$ cat config.mk
export PLATFORM = sky130hd
export DESIGN_NAME = bounded_mru_list
export DESIGN_NICKNAME = d
export VERILOG_FILES = /design/src/mru_pkg.sv /design/src/mru_cell.sv /design/src/bounded_mru_list.sv
export SDC_FILE = /design/constraint.sdc
export NUM_CORES = 2
export LEC_CHECK = 0
export BUFFER_PORTS_ARGS = -buffer_cell sky130_fd_sc_hd__buf_2
export CORE_MARGIN = 2
export CORE_UTILIZATION = 64
export DETAILED_ROUTE_END_ITERATION = 8
export PLACE_DENSITY = 0.81
export SYNTH_ARGS = -nofsm -noshare
export SYNTH_HDL_FRONTEND = slang
export SYNTH_HIERARCHICAL = 1
export SYNTH_SLANG_ARGS = --single-unit
$ cat constraint.sdc
create_clock -name clk -period 19.07 [get_ports clk]
set_input_delay 1.907 -clock clk [delete_from_list [all_inputs] [get_ports clk]]
set_output_delay 1.907 -clock clk [all_outputs]
set_load 0.005 [all_outputs]
$ cat src/mru_pkg.sv
// Shared types and constants for the bounded most-recently-used list.
// Used by mru_cell, bounded_mru_list and mru_checker; no dependencies.
`timescale 1ns / 1ps
`default_nettype none

package mru_pkg;

  localparam int DEPTH    = 16;
  localparam int KEY_BITS = 64;
  localparam int CNT_W    = $clog2(DEPTH + 1);

  localparam int OP_W      = 2;
  localparam int KEY_W     = 64;
  localparam int COUNT_W   = 5;
  localparam int LIMIT_W   = 5;
  localparam logic [LIMIT_W-1:0] LIMIT_RESET = LIMIT_W'(10);

  typedef enum logic [OP_W-1:0] {
    OP_INSERT = 2'd0,
    OP_CHECK  = 2'd1,
    OP_CLEAR  = 2'd2,
    OP_NOP    = 2'd3
  } mru_op_t;

  typedef logic [KEY_BITS-1:0] mru_key_t;

  // Per-beat command broadcast to every cell.
  typedef struct packed {
    logic ins_hit;    // insert of a key already held: rotate front part
    logic ins_new;    // insert of a new key, list grows
    logic ins_evict;  // insert of a new key, oldest drops out
    logic clr;        // empty the list
  } mru_cmd_t;

endpackage

`default_nettype wire

$ cat src/mru_cell.sv
// One position of the MRU list: key register, valid flag and comparator.
// Depends on mru_pkg; instantiated in a chain by bounded_mru_list.
`timescale 1ns / 1ps
`default_nettype none

module mru_cell (
  input  wire               clk,
  input  wire               rst,
  input  mru_pkg::mru_cmd_t cmd,
  input  mru_pkg::mru_key_t new_key,
  input  mru_pkg::mru_key_t prev_key,
  input  wire               prev_valid,
  input  wire               next_valid,
  input  wire               prefix_in,
  output mru_pkg::mru_key_t key_q,
  output logic              valid,
  output logic              prefix_out,
  output mru_pkg::mru_key_t tail_key
);
  import mru_pkg::*;

  logic match;
  logic shift;

  assign match      = valid && (key_q == new_key);
  assign prefix_out = prefix_in | match;

  // Hit: cells up to and including the hit take their neighbor's key.
  // Evict: every held cell shifts, the last one's key falls off the end.
  assign shift = cmd.ins_new || (cmd.ins_evict && valid) || (cmd.ins_hit && !prefix_in);

  // Only the oldest held cell reports its key for eviction.
  assign tail_key = (valid && !next_valid) ? key_q : '0;

  always_ff @(posedge clk) begin
    if (rst) begin
      valid <= 1'b0;
    end else if (cmd.clr) begin
      valid <= 1'b0;
    end else if (cmd.ins_new) begin
      valid <= prev_valid;
    end
  end

  always_ff @(posedge clk) begin
    if (shift) begin
      key_q <= prev_key;
    end
  end

endmodule

`default_nettype wire

$ cat src/bounded_mru_list.sv
// Top level of the bounded most-recently-used list: cell chain, count and result register.
// Depends on mru_pkg and mru_cell.
//
// The block takes one command beat per clock cycle: start with busy low accepts
// operation and key. The result appears in the next cycle on found,
// evicted, evicted_key and entry_count, marked by done for that one cycle;
// there is no way to hold it, so it must be taken then. Every cell compares
// its key against the incoming one and the affected cells shift in the same
// cycle, so back-to-back beats are fine. busy is high during reset and for the
// first cycle after it. max_entries may only be written while no beat is in
// flight; issue a clear after changing it.
`timescale 1ns / 1ps
`default_nettype none

module bounded_mru_list (
  input  wire                         clk,
  input  wire                         rst,
  input  wire                         start,
  output logic                        busy,
  input  wire  [mru_pkg::OP_W-1:0]    operation,
  input  wire  [mru_pkg::KEY_W-1:0]   key,
  input  wire                         cfg_we,
  input  wire  [mru_pkg::LIMIT_W-1:0] cfg_data,
  output logic                        done,
  output logic                        found,
  output logic                        evicted,
  output logic [mru_pkg::KEY_W-1:0]   evicted_key,
  output logic [mru_pkg::COUNT_W-1:0] entry_count
);
  import mru_pkg::*;

  logic [LIMIT_W-1:0] max_entries;
  logic [CNT_W-1:0]   held_count;
  logic [CNT_W-1:0]   held_count_next;
  logic [CNT_W-1:0]   limit;

  mru_key_t in_key;
  mru_op_t  op;
  logic     accept;
  logic     hit;
  logic     full;
  mru_cmd_t cmd;

  mru_key_t cell_key   [DEPTH];
  mru_key_t tail_key   [DEPTH];
  logic     cell_valid [DEPTH];
  logic     prefix     [DEPTH+1];
  mru_key_t ev_key;

  assign in_key = key[KEY_BITS-1:0];
  assign op     = mru_op_t'(operation);
  assign accept = start && !busy;

  always_comb begin
    if (max_entries == '0) begin
      limit = CNT_W'(1);
    end else if (max_entries > DEPTH) begin
      limit = CNT_W'(DEPTH);
    end else begin
      limit = CNT_W'(max_entries);
    end
  end

  assign prefix[0] = 1'b0;
  assign hit       = prefix[DEPTH];
  assign full      = held_count >= limit;

  always_comb begin
    cmd = '0;
    if (accept) begin
      unique case (op)
        OP_INSERT: begin
          cmd.ins_hit   = hit;
          cmd.ins_new   = !hit && !full;
          cmd.ins_evict = !hit && full;
        end
        OP_CLEAR: cmd.clr = 1'b1;
        default: cmd = '0;
      endcase
    end
  end

  for (genvar i = 0; i < DEPTH; i++) begin : g_cell
    mru_key_t prev_key;
    logic     prev_valid;
    logic     next_valid;

    if (i == 0) begin : g_head
      assign prev_key   = in_key;
      assign prev_valid = 1'b1;
    end else begin : g_body
      assign prev_key   = cell_key[i-1];
      assign prev_valid = cell_valid[i-1];
    end

    if (i == DEPTH - 1) begin : g_end
      assign next_valid = 1'b0;
    end else begin : g_mid
      assign next_valid = cell_valid[i+1];
    end

    mru_cell u_cell (
      .clk        (clk),
      .rst        (rst),
      .cmd        (cmd),
      .new_key    (in_key),
      .prev_key   (prev_key),
      .prev_valid (prev_valid),
      .next_valid (next_valid),
      .prefix_in  (prefix[i]),
      .key_q      (cell_key[i]),
      .valid      (cell_valid[i]),
      .prefix_out (prefix[i+1]),
      .tail_key   (tail_key[i])
    );
  end

  always_comb begin
    ev_key = '0;
    for (int i = 0; i < DEPTH; i++) begin
      ev_key = ev_key | tail_key[i];
    end
  end

  always_comb begin
    held_count_next = held_count;
    if (cmd.clr) begin
      held_count_next = '0;
    end else if (cmd.ins_new) begin
      held_count_next = held_count + CNT_W'(1);
    end
  end

  always_ff @(posedge clk) begin
    if (rst) begin
      max_entries <= LIMIT_RESET;
    end else if (cfg_we) begin
      max_entries <= cfg_data;
    end
  end

  always_ff @(posedge clk) begin
    if (rst) begin
      busy       <= 1'b1;
      done       <= 1'b0;
      held_count <= '0;
    end else begin
      busy       <= 1'b0;
      done       <= accept;
      held_count <= held_count_next;
    end
  end

  always_ff @(posedge clk) begin
    if (accept) begin
      found       <= hit && (op == OP_INSERT || op == OP_CHECK);
      evicted     <= cmd.ins_evict;
      evicted_key <= cmd.ins_evict ? KEY_W'(ev_key) : '0;
      entry_count <= COUNT_W'(held_count_next);
    end
  end

endmodule

`default_nettype wire

==> run metrics <==
TritonCTS Buffers approximately 120; EDFF count, synth 1,095; total I/O pin count 148; CTS tree done; Post-Syn Instances 4,309; final worst path period share 50.9%; # DRC 0; register area share after synthesis 59.9%; Post-CTS Setup Bufs 0; clock latency on the worst-skew pair ~0.70 ns; TritonRoute pass-1 iters 6; PortBufs 147; crit path max fanout 50; skew final between 0.03 and 0.04 ns; Tmin final 9.70 ns; hold crit path type register to register; ranking of synthesized cells by area edfxtp_1 (59%), and2_1 (11%), xor2_1 (10%), xnor2_1 (4.5%), nor4_1 (4.5%); htree depth 3; first-pass GRT wire length between 200,000 and 250,000 um; ys async rst share 0%; largest net degree at the start of global routing 65; fmax 0.103 GHz; cells on worst reg2reg path 39; crit path DAT 9.97 ns; Die X between 200 and 300 um; Max Slew Vio Count 0; routed vias/inst 6.51; run status finished, final reports clean; remaining global-route overflow 0; Die Span Y ~300 um; Initial DRC Count 4,922; Peak VDD IR about 0.000088 V; Sink Count 1,123; setup TNS 0 ns; Fin. Hold Viols 0; vias in the first global route 37,000; synthesized area 0.0558 sq mm; Tightest Pin Transition around 1.4 ns; area post-placement 0.0580 sq mm; critical path class input pin to register; Synth cell types 43; P_leak 0.0214 uW; max-cap violations 0; Worst setup EP type register; post-detail-place hpwl 111,000 um; share of cells above drive strength 1 9.93%; startpoint types input pin; Tot GR Track Use 37.3%; largest area contributor in the netlist edfxtp_1; Die Area 0.0896 sq mm; Hold Path Cell Cnt 0; area growth from synthesis to final layout 10.9%; core area about 0.087 sq mm; Yosys warnings 6; Final Instance Area 0.0619 sq mm; Core Rows 108; post-cts sizing count 0; ys flop type edfxtp_1; # setup viols final 0; Yosys reg bits 1,123; initial antenna violation count 7; DRT Wirelength around 170,000 um; Starting Density between 60% and 70%; share of the synthesized area in the top cell type 58.9%; CP max stage delay 1.08 ns; Clock transition at path regs roughly 0.060 ns; Worst path slowest cell a2111oi_0; via count 37,400; hold buffers post-CTS 0; Slew HR 6.15%; Routed WL per cell just under 30 um; PD cells 86.6 mW/mm^2; final net count 4,564; clock buffer depth 3; RSZ-0062 raised after global routing false; routability congestion estimate ~1; Critical Path RT 19.34 ns; remaining antenna violation count 0; Clock Root Buffer clkbuf_16; mean post-synth cell area about 13 sq um
==> state kept, by name, indices dropped and copies added (netlist names) <==
signal               cells
evicted                  1
max_entries              5
busy                     1
g_cell.u_cell/valid     16
entry_count              5
evicted_key             64
held_count               5
done                     1
found                    1
g_cell.u_cell/key_q   1024
==> cells in the mapped netlist (19+ instances only) <==
master	n
xnor2_1	288
xor2_1	656
a221oi_1	32
nor2b_1	38
nand4_1	112
nor3_1	92
nand2_1	33
nand3_1	19
clkbuf_1	99
and4_1	64
nor4_1	400
inv_1	115
dfxtp_1	28
edfxtp_1	1095
mux2i_1	29
and2_1	1010
==> critical path: cells and delay by family <==
family / cells / cell delay, ns
buf+inv: 19 / 3.83
compound gates: 18 / 2.90
simple gates: 3 / 1.14
==> cells in the final DEF (no fill, tap or decap), types with 4 or more instances in the layout <==
cell type / instances
edfxtp_1: 1095
and2_1: 1010
xor2_1: 656
nor4_1: 400
xnor2_1: 288
buf_2: 147
clkbuf_16: 120
inv_1: 115
nand4_1: 112
nor3_1: 92
and4_1: 64
buf_4: 38
nand2_1: 33
a221oi_1: 32
mux2i_1: 29
dfxtp_1: 28
clkinv_1: 26
clkinv_2: 24
nor2b_1: 21
clkbuf_1: 20
nand3_1: 19
nor2b_4: 17
a21oi_1: 17
and2_2: 16
nor4_2: 16
o22ai_1: 16
o21ai_0: 16
o41ai_2: 16
a221o_4: 16
bufinv_16: 14
a2111oi_0: 12
nor2_1: 7
ha_1: 6
nor3_2: 5
clkbuf_8: 5
inv_6: 4
==> power by group <==
part / leakage, uW / switching, uW / internal [uW]
registers: 0.0102 / 32.6 / 2730
clock network: 0.00189 / 975 / 1350
logic: 0.00931 / 180 / 86.4
==> cell type report <==
type                    instances  area, sq um
multi-input cells            2943        21700
inverters                     115          432
well taps                    1155         1450
repair buffers                185         1020
flip-flops and latches       1123        33400
fillers                      5782        24800
diodes                          2         5.00
clock buffers                 145         3150
clock inverters                72          704
==> cells by family after synthesis <==
group / share of synthesized area [%]
XOR/XNOR: 14.8
other: 0.0135
multiplexers: 0.520
AND/OR/NAND/NOR: 20.6
AO/OA/AOI/OAI: 2.17
adder cells (fa/ha/maj): 0.135
flip-flops: 59.9
buffers and inverters: 1.84
==> metrics by stage <==
stage / setup WS [ns] / cells / power (uW) / utilization (%) / hold WS, ns
final: 9.37 / 5740 / 5360 / 71.4 / 0.480
after detailed placement: 9.01 / 5521 / 3070 / 67.0 / 0.465
after CTS: 9.71 / 5738 / 5350 / 71.4 / 0.481
after global routing: 9.08 / 5739 / 5470 / 71.4 / 0.490
after floorplan: 11.27 / 4310 / 2950 / - / 0.441
after global placement: 8.84 / 5521 / 3070 / 67.0 / 0.458
==> worst paths after layout <==
path / from / end / slack [ns]
max: key[47] / g_cell[7].u_cell/key_q[50]$_DFFE_PP_ / 9.37
min: g_cell[0].u_cell/key_q[60]$_DFFE_PP_ / g_cell[1].u_cell/key_q[60]$_DFFE_PP_ / 0.48
max reg2reg: g_cell[1].u_cell/valid$_SDFFE_PP0P_ / g_cell[7].u_cell/key_q[50]$_DFFE_PP_ / 10.42
min reg2reg: g_cell[0].u_cell/key_q[60]$_DFFE_PP_ / g_cell[1].u_cell/key_q[60]$_DFFE_PP_ / 0.48
==> routing by layer <==
metal  track usage (%)  vias up  wire length [um]
met5                 0        -                29
met4              17.8        6              8740
met3              7.41      429             18800
met2              58.3     2556             77900
met1              50.8    18400             63000
li1                  -    16000                 -
(Power assumes the default switching activity.)
